$ cat config.mk
export PLATFORM = sky130hd
export DESIGN_NAME = sample_fifo_with_window_rms_flat
export DESIGN_NICKNAME = d
export VERILOG_FILES = /design/src/sfr_pkg.sv /design/src/sfr_if.sv /design/src/sample_fifo_with_window_rms.sv /design/src/sfr_store.sv /design/src/sfr_rms.sv /design/src/flat_wrapper.sv
export SDC_FILE = /design/constraint.sdc
export NUM_CORES = 2
export LEC_CHECK = 0
export BUFFER_PORTS_ARGS = -buffer_cell sky130_fd_sc_hd__buf_4
export CORE_AREA = 2 2 346 348
export CTS_CLUSTER_SIZE = 25
export DETAILED_ROUTE_END_ITERATION = 16
export DIE_AREA = 0 0 348 350
export PLACE_DENSITY_LB_ADDON = 0.3
export RECOVER_POWER = 50
export SLEW_MARGIN = 30
export SYNTH_ARGS = -nofsm -noshare
export SYNTH_HDL_FRONTEND = slang
export SYNTH_SLANG_ARGS = --single-unit
$ cat constraint.sdc
create_clock -name clk_i -period 9.9 [get_ports clk_i]
set_input_delay 1.98 -clock clk_i [delete_from_list [all_inputs] [get_ports clk_i]]
set_output_delay 1.98 -clock clk_i [all_outputs]
set_load 0.02 [all_outputs]
$ cat src/sfr_pkg.sv
// Shared types and constants for the sample FIFO with window RMS.
// No dependencies.
package sfr_pkg;

  localparam int unsigned SFR_DEPTH       = 64;
  localparam int unsigned SFR_SAMPLE_BITS = 16;

  // Item field widths.
  localparam int unsigned OPC_W  = 2;
  localparam int unsigned SMP_W  = 16;
  localparam int unsigned RMS_W  = 24;
  localparam int unsigned STAT_W = 2;
  localparam int unsigned FILL_W = 7;

  // RMS arithmetic: the sum saturates at DEPTH * 2^32, the root runs on
  // the sum times 2^16.
  localparam int unsigned CAP_SHIFT  = 32;
  localparam int unsigned FRAC_SHIFT = 16;

  typedef enum logic [1:0] {
    OP_WRITE = 2'd0,
    OP_READ  = 2'd1,
    OP_QUERY = 2'd2
  } opcode_e;

  typedef enum logic [1:0] {
    ST_OK    = 2'd0,
    ST_FULL  = 2'd1,
    ST_EMPTY = 2'd2
  } status_e;

  typedef enum logic [2:0] {
    S_CLEAR,
    S_IDLE,
    S_RDATA,
    S_WALK,
    S_WAIT_RMS,
    S_EMIT
  } ctrl_state_e;

  typedef enum logic [1:0] {
    R_IDLE,
    R_ACC,
    R_FIN,
    R_SQRT
  } rms_state_e;

  typedef struct packed {
    logic start;
    logic smp_vld;
    logic smp_last;
  } rms_ctl_t;

  typedef struct packed {
    logic             done;
    logic [RMS_W-1:0] value;
  } rms_sts_t;

endpackage

$ cat src/sfr_if.sv
// Valid/ready channel interfaces for the sample FIFO with window RMS.
// Depends on sfr_pkg.
interface sfr_in_if import sfr_pkg::*; ();
  logic                    valid;
  logic                    ready;
  logic [OPC_W-1:0]        opcode;
  logic signed [SMP_W-1:0] write_sample;

  modport source (output valid, opcode, write_sample, input ready);
  modport sink   (input valid, opcode, write_sample, output ready);
endinterface

interface sfr_out_if import sfr_pkg::*; ();
  logic                    valid;
  logic                    ready;
  logic signed [SMP_W-1:0] read_sample;
  logic [RMS_W-1:0]        rms_value;
  logic [STAT_W-1:0]       status;
  logic [FILL_W-1:0]       fill_count;
  logic                    is_full;
  logic                    is_empty;

  modport source (output valid, read_sample, rms_value, status, fill_count, is_full,
                  is_empty, input ready);
  modport sink   (input valid, read_sample, rms_value, status, fill_count, is_full,
                  is_empty, output ready);
endinterface

$ cat src/sample_fifo_with_window_rms.sv
// Sample FIFO with window RMS: top level, control FSM and result register.
// Depends on sfr_pkg, sfr_if, sfr_store and sfr_rms.
//
// in_i carries one item per handshake: an opcode (write, read, RMS query)
// and a sample. out_o returns exactly one result item per input item, in
// order, with the read sample, the RMS, a status code and the fill count
// and full/empty flags as they stand after the operation.
// Write, failed read and unused opcode go from accept straight to the
// result stage; a good read first takes the store's registered read
// data in S_RDATA. A query walks every slot through the single store
// read port, then runs a one-bit-per-cycle square root whose trials
// carry the DEPTH factor in place of a divide; a saturated sum skips
// the root and gives an all-ones RMS. After reset a clearing pass over
// every slot zeroes the store; in_i stays not ready until it ends. The
// result register decouples the sides: when out_o stalls, the next item
// is still accepted and worked on, and its result waits in the pending
// stage until the register is taken.
module sample_fifo_with_window_rms import sfr_pkg::*; #(
  parameter int unsigned DEPTH       = SFR_DEPTH,
  parameter int unsigned SAMPLE_BITS = SFR_SAMPLE_BITS
) (
  input  logic      clk_i,
  input  logic      rst_ni,
  sfr_in_if.sink    in_i,
  sfr_out_if.source out_o
);

  localparam int unsigned AW    = $clog2(DEPTH);
  localparam int unsigned CNT_W = $clog2(DEPTH + 1);

  localparam logic [AW-1:0]    LAST_IDX = AW'(DEPTH - 1);
  localparam logic [CNT_W-1:0] FULL_CNT = CNT_W'(DEPTH);

  ctrl_state_e state_q, state_d;

  // FIFO pointers and slot walk / clear index.
  logic [AW-1:0]    wp_q, wp_d, rp_q, rp_d, idx_q, idx_d;
  logic [CNT_W-1:0] cnt_q, cnt_d;

  // Read data valid, aligned with the store's registered output.
  logic rd_vld_q, rd_vld_d, rd_last_q, rd_last_d;

  // Pending result, waits for the output register.
  logic [SMP_W-1:0]  pend_rd_q, pend_rd_d;
  logic [RMS_W-1:0]  pend_rms_q, pend_rms_d;
  logic [STAT_W-1:0] pend_st_q, pend_st_d;

  // Output register.
  logic              out_vld_q, out_vld_d;
  logic [SMP_W-1:0]  out_rd_q, out_rd_d;
  logic [RMS_W-1:0]  out_rms_q, out_rms_d;
  logic [STAT_W-1:0] out_st_q, out_st_d;
  logic [FILL_W-1:0] out_fill_q, out_fill_d;
  logic              out_full_q, out_full_d;
  logic              out_empty_q, out_empty_d;

  logic                   in_acc;
  logic                   mem_we;
  logic [AW-1:0]          mem_waddr, mem_raddr;
  logic [SAMPLE_BITS-1:0] mem_wdata, mem_rdata;
  logic                   rms_start;
  rms_ctl_t               rms_ctl;
  rms_sts_t               rms_sts;

  assign in_i.ready = (state_q == S_IDLE);
  assign in_acc     = in_i.valid && (state_q == S_IDLE);

  assign rms_ctl = '{start: rms_start, smp_vld: rd_vld_q, smp_last: rd_last_q};

  always_comb begin
    state_d     = state_q;
    wp_d        = wp_q;
    rp_d        = rp_q;
    idx_d       = idx_q;
    cnt_d       = cnt_q;
    rd_vld_d    = 1'b0;
    rd_last_d   = 1'b0;
    pend_rd_d   = pend_rd_q;
    pend_rms_d  = pend_rms_q;
    pend_st_d   = pend_st_q;
    out_vld_d   = out_vld_q && !out_o.ready;
    out_rd_d    = out_rd_q;
    out_rms_d   = out_rms_q;
    out_st_d    = out_st_q;
    out_fill_d  = out_fill_q;
    out_full_d  = out_full_q;
    out_empty_d = out_empty_q;
    mem_we      = 1'b0;
    mem_waddr   = wp_q;
    // Narrow store keeps the low bits; a wider one takes the field as is.
    mem_wdata   = SAMPLE_BITS'($unsigned(in_i.write_sample));
    mem_raddr   = rp_q;
    rms_start   = 1'b0;

    case (state_q)
      S_CLEAR: begin
        mem_we    = 1'b1;
        mem_waddr = idx_q;
        mem_wdata = '0;
        if (idx_q == LAST_IDX) begin
          idx_d   = '0;
          state_d = S_IDLE;
        end else begin
          idx_d = idx_q + 1'b1;
        end
      end

      S_IDLE: begin
        if (in_acc) begin
          pend_rd_d  = '0;
          pend_rms_d = '0;
          pend_st_d  = ST_OK;
          state_d    = S_EMIT;
          case (in_i.opcode)
            OP_WRITE: begin
              if (cnt_q == FULL_CNT) begin
                pend_st_d = ST_FULL;
              end else begin
                mem_we = 1'b1;
                wp_d   = (wp_q == LAST_IDX) ? '0 : wp_q + 1'b1;
                cnt_d  = cnt_q + 1'b1;
              end
            end
            OP_READ: begin
              if (cnt_q == '0) begin
                pend_rd_d = '1;
                pend_st_d = ST_EMPTY;
              end else begin
                // mem_raddr already points at rp_q; data lands next cycle.
                rp_d    = (rp_q == LAST_IDX) ? '0 : rp_q + 1'b1;
                cnt_d   = cnt_q - 1'b1;
                state_d = S_RDATA;
              end
            end
            OP_QUERY: begin
              rms_start = 1'b1;
              idx_d     = '0;
              state_d   = S_WALK;
            end
            default: begin
            end
          endcase
        end
      end

      S_RDATA: begin
        pend_rd_d = SMP_W'($signed(mem_rdata));
        state_d   = S_EMIT;
      end

      // Every slot, queued or not, goes to the RMS unit.
      S_WALK: begin
        mem_raddr = idx_q;
        rd_vld_d  = 1'b1;
        rd_last_d = (idx_q == LAST_IDX);
        if (idx_q == LAST_IDX) begin
          idx_d   = '0;
          state_d = S_WAIT_RMS;
        end else begin
          idx_d = idx_q + 1'b1;
        end
      end

      S_WAIT_RMS: begin
        if (rms_sts.done) begin
          pend_rms_d = rms_sts.value;
          state_d    = S_EMIT;
        end
      end

      S_EMIT: begin
        if (!out_vld_q || out_o.ready) begin
          out_vld_d   = 1'b1;
          out_rd_d    = pend_rd_q;
          out_rms_d   = pend_rms_q;
          out_st_d    = pend_st_q;
          out_fill_d  = FILL_W'(cnt_q);
          out_full_d  = (cnt_q == FULL_CNT);
          out_empty_d = (cnt_q == '0);
          state_d     = S_IDLE;
        end
      end

      default: begin
        state_d = S_IDLE;
      end
    endcase
  end

  always_ff @(posedge clk_i or negedge rst_ni) begin
    if (!rst_ni) begin
      state_q   <= S_CLEAR;
      wp_q      <= '0;
      rp_q      <= '0;
      idx_q     <= '0;
      cnt_q     <= '0;
      rd_vld_q  <= 1'b0;
      rd_last_q <= 1'b0;
      out_vld_q <= 1'b0;
    end else begin
      state_q   <= state_d;
      wp_q      <= wp_d;
      rp_q      <= rp_d;
      idx_q     <= idx_d;
      cnt_q     <= cnt_d;
      rd_vld_q  <= rd_vld_d;
      rd_last_q <= rd_last_d;
      out_vld_q <= out_vld_d;
    end
  end

  always_ff @(posedge clk_i) begin
    pend_rd_q   <= pend_rd_d;
    pend_rms_q  <= pend_rms_d;
    pend_st_q   <= pend_st_d;
    out_rd_q    <= out_rd_d;
    out_rms_q   <= out_rms_d;
    out_st_q    <= out_st_d;
    out_fill_q  <= out_fill_d;
    out_full_q  <= out_full_d;
    out_empty_q <= out_empty_d;
  end

  // Items are handled one at a time, so a write never overlaps a read of
  // the same slot: no forwarding path is needed.
  sfr_store #(
    .DEPTH      (DEPTH),
    .SAMPLE_BITS(SAMPLE_BITS)
  ) u_store (
    .clk_i  (clk_i),
    .we_i   (mem_we),
    .waddr_i(mem_waddr),
    .wdata_i(mem_wdata),
    .raddr_i(mem_raddr),
    .rdata_o(mem_rdata)
  );

  sfr_rms #(
    .DEPTH      (DEPTH),
    .SAMPLE_BITS(SAMPLE_BITS)
  ) u_rms (
    .clk_i (clk_i),
    .rst_ni(rst_ni),
    .ctl_i (rms_ctl),
    .smp_i (mem_rdata),
    .sts_o (rms_sts)
  );

  assign out_o.valid       = out_vld_q;
  assign out_o.read_sample = out_rd_q;
  assign out_o.rms_value   = out_rms_q;
  assign out_o.status      = out_st_q;
  assign out_o.fill_count  = out_fill_q;
  assign out_o.is_full     = out_full_q;
  assign out_o.is_empty    = out_empty_q;

endmodule

$ cat src/sfr_store.sv
// Sample store: single write port, single read port, registered read data.
// Depends on sfr_pkg.
module sfr_store import sfr_pkg::*; #(
  parameter int unsigned DEPTH       = SFR_DEPTH,
  parameter int unsigned SAMPLE_BITS = SFR_SAMPLE_BITS
) (
  input  logic                     clk_i,
  input  logic                     we_i,
  input  logic [$clog2(DEPTH)-1:0] waddr_i,
  input  logic [SAMPLE_BITS-1:0]   wdata_i,
  input  logic [$clog2(DEPTH)-1:0] raddr_i,
  output logic [SAMPLE_BITS-1:0]   rdata_o
);

  logic [SAMPLE_BITS-1:0] mem_q [DEPTH];
  logic [SAMPLE_BITS-1:0] rdata_q;

  always_ff @(posedge clk_i) begin
    if (we_i) begin
      mem_q[waddr_i] <= wdata_i;
    end
    rdata_q <= mem_q[raddr_i];
  end

  assign rdata_o = rdata_q;

endmodule

$ cat src/sfr_rms.sv
// RMS unit: squares a stream of samples, saturating sum, then a bit-pair
// square root with trials scaled by the depth. Depends on sfr_pkg.
module sfr_rms import sfr_pkg::*; #(
  parameter int unsigned DEPTH       = SFR_DEPTH,
  parameter int unsigned SAMPLE_BITS = SFR_SAMPLE_BITS
) (
  input  logic                   clk_i,
  input  logic                   rst_ni,
  input  rms_ctl_t               ctl_i,
  input  logic [SAMPLE_BITS-1:0] smp_i,
  output rms_sts_t               sts_o
);

  localparam int unsigned LOGD   = $clog2(DEPTH);
  localparam int unsigned SUM_W  = LOGD + CAP_SHIFT + 1;
  localparam int unsigned SQ_W   = 2 * SAMPLE_BITS;
  localparam int unsigned ACC_W  = ((SUM_W > SQ_W) ? SUM_W : SQ_W) + 1;
  localparam int unsigned NUM_W  = SUM_W + FRAC_SHIFT;
  localparam int unsigned RCNT_W = $clog2(RMS_W);

  localparam logic [ACC_W-1:0]  CAP      = ACC_W'(DEPTH) << CAP_SHIFT;
  // First trial, DEPTH * 4^(RMS_W-1).
  localparam logic [NUM_W-1:0]  BIT_INIT = NUM_W'(DEPTH) << (2 * (RMS_W - 1));
  localparam logic [RCNT_W-1:0] RCNT_TOP = RCNT_W'(RMS_W - 1);

  rms_state_e state_q, state_d;

  logic [SAMPLE_BITS-1:0] mag;
  logic [SQ_W-1:0]        sq_full, sq_q;
  logic                   sq_vld_q, sq_last_q;
  logic [ACC_W-1:0]       sum_q, sum_d, sum_add, sum_sat;

  logic [NUM_W-1:0]  x_q, x_d, x_step;
  logic [NUM_W-1:0]  res_q, res_d, res_step;
  logic [NUM_W-1:0]  bit_q, bit_d;
  logic [NUM_W:0]    trial;
  logic              take;
  logic [RMS_W-1:0]  root_q, root_d;
  logic [RCNT_W-1:0] rcnt_q, rcnt_d;

  logic [RMS_W-1:0] rms_q, rms_d;
  logic             done_q, done_d;

  // Stage 1: magnitude squared.
  assign mag     = smp_i[SAMPLE_BITS-1] ? (~smp_i + 1'b1) : smp_i;
  assign sq_full = mag * mag;

  // Stage 2: saturating accumulate against DEPTH * 2^32.
  assign sum_add = sum_q + ACC_W'(sq_q);
  assign sum_sat = (sum_add >= CAP) ? CAP : sum_add;

  // One root bit per cycle. r*r <= x/DEPTH exactly when DEPTH*r*r <= x, so
  // the trial and partial root carry the DEPTH factor and no divide is
  // needed; the root bits themselves are shifted into root_q.
  assign trial    = {1'b0, res_q} + {1'b0, bit_q};
  assign take     = {1'b0, x_q} >= trial;
  assign x_step   = take ? (x_q - NUM_W'(trial)) : x_q;
  assign res_step = take ? ((res_q >> 1) + bit_q) : (res_q >> 1);

  always_comb begin
    state_d = state_q;
    sum_d   = sum_q;
    x_d     = x_q;
    res_d   = res_q;
    bit_d   = bit_q;
    root_d  = root_q;
    rcnt_d  = rcnt_q;
    rms_d   = rms_q;
    done_d  = 1'b0;
    case (state_q)
      R_IDLE: begin
      end
      R_ACC: begin
        if (sq_vld_q) begin
          sum_d = sum_sat;
          if (sq_last_q) begin
            state_d = R_FIN;
          end
        end
      end
      R_FIN: begin
        if (sum_q >= CAP) begin
          rms_d   = '1;
          done_d  = 1'b1;
          state_d = R_IDLE;
        end else begin
          x_d     = {sum_q[SUM_W-1:0], {FRAC_SHIFT{1'b0}}};
          res_d   = '0;
          bit_d   = BIT_INIT;
          root_d  = '0;
          rcnt_d  = RCNT_TOP;
          state_d = R_SQRT;
        end
      end
      R_SQRT: begin
        x_d    = x_step;
        res_d  = res_step;
        bit_d  = bit_q >> 2;
        root_d = {root_q[RMS_W-2:0], take};
        rcnt_d = rcnt_q - 1'b1;
        if (rcnt_q == '0) begin
          rms_d   = {root_q[RMS_W-2:0], take};
          done_d  = 1'b1;
          state_d = R_IDLE;
        end
      end
      default: begin
        state_d = R_IDLE;
      end
    endcase
    if (ctl_i.start) begin
      sum_d   = '0;
      state_d = R_ACC;
    end
  end

  always_ff @(posedge clk_i or negedge rst_ni) begin
    if (!rst_ni) begin
      state_q  <= R_IDLE;
      sq_vld_q <= 1'b0;
      done_q   <= 1'b0;
    end else begin
      state_q  <= state_d;
      sq_vld_q <= ctl_i.smp_vld;
      done_q   <= done_d;
    end
  end

  always_ff @(posedge clk_i) begin
    sq_q      <= sq_full;
    sq_last_q <= ctl_i.smp_last;
    sum_q     <= sum_d;
    x_q       <= x_d;
    res_q     <= res_d;
    bit_q     <= bit_d;
    root_q    <= root_d;
    rcnt_q    <= rcnt_d;
    rms_q     <= rms_d;
  end

  assign sts_o = '{done: done_q, value: rms_q};

endmodule

$ cat src/flat_wrapper.sv
// flat-port wrapper written by rule: the top's interface ports become plain ports
module sample_fifo_with_window_rms_flat import sfr_pkg::*;
#(
  parameter int unsigned DEPTH       = SFR_DEPTH,
  parameter int unsigned SAMPLE_BITS = SFR_SAMPLE_BITS
)
  (clk_i, rst_ni, in_i_valid, in_i_opcode, in_i_write_sample, in_i_ready, out_o_valid, out_o_read_sample, out_o_rms_value, out_o_status, out_o_fill_count, out_o_is_full, out_o_is_empty, out_o_ready);
  sfr_in_if in_i_i ();
  sfr_out_if out_o_i ();
  input  logic clk_i;
  input  logic rst_ni;
  input wire logic [$bits(in_i_i.valid)-1:0] in_i_valid;
  input wire logic [$bits(in_i_i.opcode)-1:0] in_i_opcode;
  input wire logic [$bits(in_i_i.write_sample)-1:0] in_i_write_sample;
  output wire logic [$bits(in_i_i.ready)-1:0] in_i_ready;
  output wire logic [$bits(out_o_i.valid)-1:0] out_o_valid;
  output wire logic [$bits(out_o_i.read_sample)-1:0] out_o_read_sample;
  output wire logic [$bits(out_o_i.rms_value)-1:0] out_o_rms_value;
  output wire logic [$bits(out_o_i.status)-1:0] out_o_status;
  output wire logic [$bits(out_o_i.fill_count)-1:0] out_o_fill_count;
  output wire logic [$bits(out_o_i.is_full)-1:0] out_o_is_full;
  output wire logic [$bits(out_o_i.is_empty)-1:0] out_o_is_empty;
  input wire logic [$bits(out_o_i.ready)-1:0] out_o_ready;
  assign in_i_i.valid = in_i_valid;
  assign in_i_i.opcode = in_i_opcode;
  assign in_i_i.write_sample = in_i_write_sample;
  assign in_i_ready = in_i_i.ready;
  assign out_o_valid = out_o_i.valid;
  assign out_o_read_sample = out_o_i.read_sample;
  assign out_o_rms_value = out_o_i.rms_value;
  assign out_o_status = out_o_i.status;
  assign out_o_fill_count = out_o_i.fill_count;
  assign out_o_is_full = out_o_i.is_full;
  assign out_o_is_empty = out_o_i.is_empty;
  assign out_o_i.ready = out_o_ready;
  sample_fifo_with_window_rms #(.DEPTH(DEPTH), .SAMPLE_BITS(SAMPLE_BITS)) u_core (.clk_i(clk_i), .rst_ni(rst_ni), .in_i(in_i_i), .out_o(out_o_i));
endmodule
==> results.env <==
CRITICAL_PATH_DEPTH=29
CTS_TREE='yes'
MAX_FREQ_MHz=115
SYNTHDOMINANTCELLAREASHARE_PCT=55.7
REPORTED_MAX_CAP_VIOLATION_COUNT=31
SYNTH_ENABLE_FLOP_CELLS=1306
WHS_ENDPOINT='u_core.u_rms.sq_last_q'
DOMINANT_CELLS_BY_AREA_AFTER_SYNTHESIS='edfxtp_1 56%, mux4_2 8.2%, fa_1 4.7%'
AREA_DELTA_SYNTH_FINAL_PCT=10.1
SETUP_WS_PS=1210
R2R_SETUP_SLACK_PS=1210
GRTUSAGETOTAL_PCT=28.1
LAYOUT.FILLER_CELLS=8167
WORSTPATHARRIVAL_PS=9350
FINAL.PERIOD_UTILIZATION_PCT=87.8
YOSYSWARNINGCOUNT=0
SYN-INSTANCE-COUNT=5096
NETLIST.TOP_CELL.BY_AREA='edfxtp_1'
CELL_WITH_THE_LARGEST_STAGE_DELAY_ON_THE_WORST_PATH='fa_1'
TIMING.CRITICAL_PATH.SLOWEST_CELL_DELAY_PS=540
DRT-VIAS-PER-INSTANCE=6.35
FIRST_ITER_VIOLATIONS=4142
WORSTREG2REGSTART='u_core.u_store.rdata_o[0]'
FP-ROW-COUNT=126
CLOCK_SINK_COUNT=1429
FLOORPLAN.IO_PINS=75
SYNTH_SEQ_AREA_SHARE_PCT=59.4
DRT-TOTAL-WL_MICRONS=169000
WORSTSKEWPAIRLATENCY_PS=790
WORSTHOLDPATHCELLS=0
SYNTH_ASYNC_SR_FLOP_SHARE_PCT=2.45
CLOCK_TREE.HTREE_LEVEL_COUNT=4
CLOCK_ROOT_BUFFER='clkbuf_16'
TIMING.CRITICAL_PATH.FANOUT_MAX=8
VIOLATED_CHECKS='max-capacitance violations, max-slew violations'
STATUS='complete, but fails checks'
CORE_AREA_SQ_UM=118000
SYN_AREA_SQ_UM=70400
CTS-ROOT-TO-SINK-BUFFERS=3
DETAIL_ROUTE.DRC_VIOLATIONS=0
DRT-PASS1-ITER-COUNT=6
CPMOSTUSEDCELL='fa_1'
CRITPATHTOPFAMILY='adder cells'
FP.DIEAREA_SQ_UM=122000
MULTI_INPUT_AREA_SQ_UM=26700
ANTENNADIODECOUNT=0
DIE_X_MICRONS=348
FLOORPLAN.DIE.HEIGHT_MICRONS=350
FF2FF_PATH_DEPTH=29
GPL.FINAL_WEIGHTED_CONGESTION=0.910
PLACEMENT.IO_BUFFERS=74
FINAL.SETUP.TNS_PS=0
DRV_SLEW=1508
ANT_NETS=0
SYNTH-SEQ-CELLS=1429
HOLD_VIOL=0
DP_SLACK_PS=1310
SYN_AREA_PER_CELL_SQ_UM=13.8
HOLD_PATH.STARTPOINT='u_core.rd_last_q'
CP_DATA_REQUIRED_TIME_PS=10560
PATH_CLK_SLEW_PS=60
GRT_ANTENNA_BEFORE_REPAIR=4
POST_SYNTH_NUM_CELL_TYPES=93
CRIT_PATH_START_KIND='flop'
GRT_FIRST_PASS_WIRELENGTH_MICRONS=260000
INITIAL_UTILIZATION_PCT=59.8
SEQUENTIAL_CELL_AREA_SQ_UM=41900
CTS-BUFFERS-INSERTED=141
GRT_PASS1_VIAS=44400
FINALSETUPVIOLATIONS=0
MIN_PATH_TYPE='flop to flop'
CRITICALPATHCATEGORY='flop to flop'
TIMING.RR.END='u_core.u_rms.sq_q[31]'
TIGHTEST_SLEW_PS=3560
SYNTH_TOP_FLOP_CELL='edfxtp_1'
CRITPATHBUFINV=6
HOLDWS_PS=358
WL_PER_CELL_MICRONS=24.7
WORSTSETUPENDPOINTTYPE='flop'
POST-CTS-SETUP-BUFFERS=0
GRT_REMAINING_OVERFLOW=0
SLEW_HEADROOM_PCT=-137
DRIVE_GT1_SHARE_PCT=13.1
PLACE_HPWL_MICRONS=106000
GRT_SETUP_UNREPAIRED='false'
CTS_HOLD_BUFFERS=0
FINALNETCOUNT=5646
SKEW_PS=34.1
TIMING.FINAL.CRIT_PERIOD_PS=8690
CTS.REPAIR.RESIZED=0
PIN_COUNT_OF_THE_BIGGEST_NET_ENTERING_GLOBAL_ROUTING=105
VIAS=43500
## per-layer routing
metal / vias to the layer above / part of all wire (%) / global-route usage [%]
met3: 448 / 7.8 / 5.06
met2: 2053 / 50 / 47.5
met5: - / 0.020 / 0
met1: 21700 / 37 / 35.4
li1: 19300 / - / -
met4: 6 / 5.1 / 13.2
## cell type report
| class | count | share of cell area, % |
|---|---|---|
| clock buffer | 189 | 4.95 |
| inverter | 301 | 1.46 |
| multi-input combinational | 3141 | 34.4 |
| timing repair buffer | 191 | 1.82 |
| clock inverter | 67 | 0.898 |
| tap | 1536 | 2.48 |
| sequential | 1429 | 54.0 |
## worst reg2reg max path: cells and delay by family, from the launching register on
family	cells	cell delay, ps
compound gates	8	1880
xor+xnor	2	500
fa+ha+maj	8	3370
buf+inv	6	890
flops	1	380
simple gates	5	1560
## layout by cell type, fill, tap and decap left out, types with 144 or more instances in the layout
cell       count
edfxtp_1    1306
clkbuf_16    144
mux4_2       256
fa_1         166
nor2_1       285
nand2_1      498
buf_4        151
inv_1        292
a21oi_1      222
o21ai_0      200
ha_1         253
## worst max-delay path by stage
stage,slack (ps),start,end
global placement,1550,u_core.u_store.rdata_o[0],u_core.u_rms.sq_q[29]
finish,1210,u_core.u_store.rdata_o[0],u_core.u_rms.sq_q[31]
detailed placement,1310,u_core.u_store.rdata_o[0],u_core.u_rms.sq_q[29]
global route,640,u_core.u_store.rdata_o[0],u_core.u_rms.sq_q[29]
floorplan,1890,u_core.u_store.rdata_o[0],u_core.u_rms.sq_q[30]
CTS,1280,u_core.u_store.rdata_o[0],u_core.u_rms.sq_q[29]
## cells by family after synthesis
| logic type | count (synthesis) | synth area share, % |
|---|---|---|
| adders and majority gates | 419 | 9.21 |
| AOI/OAI and AO/OA | 951 | 8.75 |
| DFF | 1429 | 59.4 |
| other | 2 | 0.0107 |
| muxes | 278 | 8.51 |
| xor gates and xnor gates | 218 | 2.71 |
| buffers and inverters | 535 | 3.03 |
| and+or+nand+nor | 1264 | 8.36 |
## cells in the mapped netlist (6+ instances only)
cell type / instances
edfxtp_1: 1306
nand2_1: 498
inv_1: 292
nor2_1: 291
mux4_2: 256
ha_1: 253
a21oi_1: 226
o21ai_0: 200
clkbuf_1: 168
fa_1: 166
xnor2_1: 119
a211oi_1: 107
and3_1: 100
xor2_1: 99
a31oi_1: 91
dfxtp_1: 88
and2_1: 81
a21o_1: 76
nand3_1: 51
nand2b_1: 47
nor2b_1: 46
nand4_1: 42
buf_2: 41
o21bai_1: 38
a311oi_1: 37
dfrtp_1: 35
nor3_1: 33
or3_1: 30
o21ai_1: 28
o31ai_1: 26
a31o_2: 20
mux2i_1: 15
o21a_1: 14
buf_4: 12
o211ai_1: 10
buf_1: 9
and4_1: 8
a21boi_0: 7
mux2_2: 7
nor4_1: 7
a22o_1: 6
clkinv_1: 6
## sequential cells by signal (all words and copies together) (netlist names), 6 cells and up
name	cells
u_core.u_store.mem_q	1024
u_core.u_rms.sum_q	40
u_core.idx_q	6
u_core.pend_rms_q	24
u_core.u_rms.bit_q	27
u_core.pend_rd_q	16
u_core.cnt_q	7
u_core.u_rms.rms_q	24
u_core.u_rms.res_q	55
u_core.out_o.read_sample	16
u_core.u_rms.sq_q	31
u_core.u_store.rdata_o	16
u_core.rp_q	6
u_core.out_o.rms_value	24
u_core.u_rms.x_q	55
u_core.wp_q	6
u_core.out_o.fill_count	7
u_core.u_rms.root_q	23
## metrics by stage
stage / instances / cell area (sq um) / util [%]
floorplan: 5105 / 70500 / -
detailed placement: 6596 / 73100 / 62.1
finish: 6854 / 77600 / 65.9
global placement: 6594 / 73100 / 62.1
global route: 6854 / 77600 / 65.9
CTS: 6852 / 77700 / 66.0
Power is not shown: default switching activity piles up to over one toggle a cycle in this logic, so the estimate is an artifact.
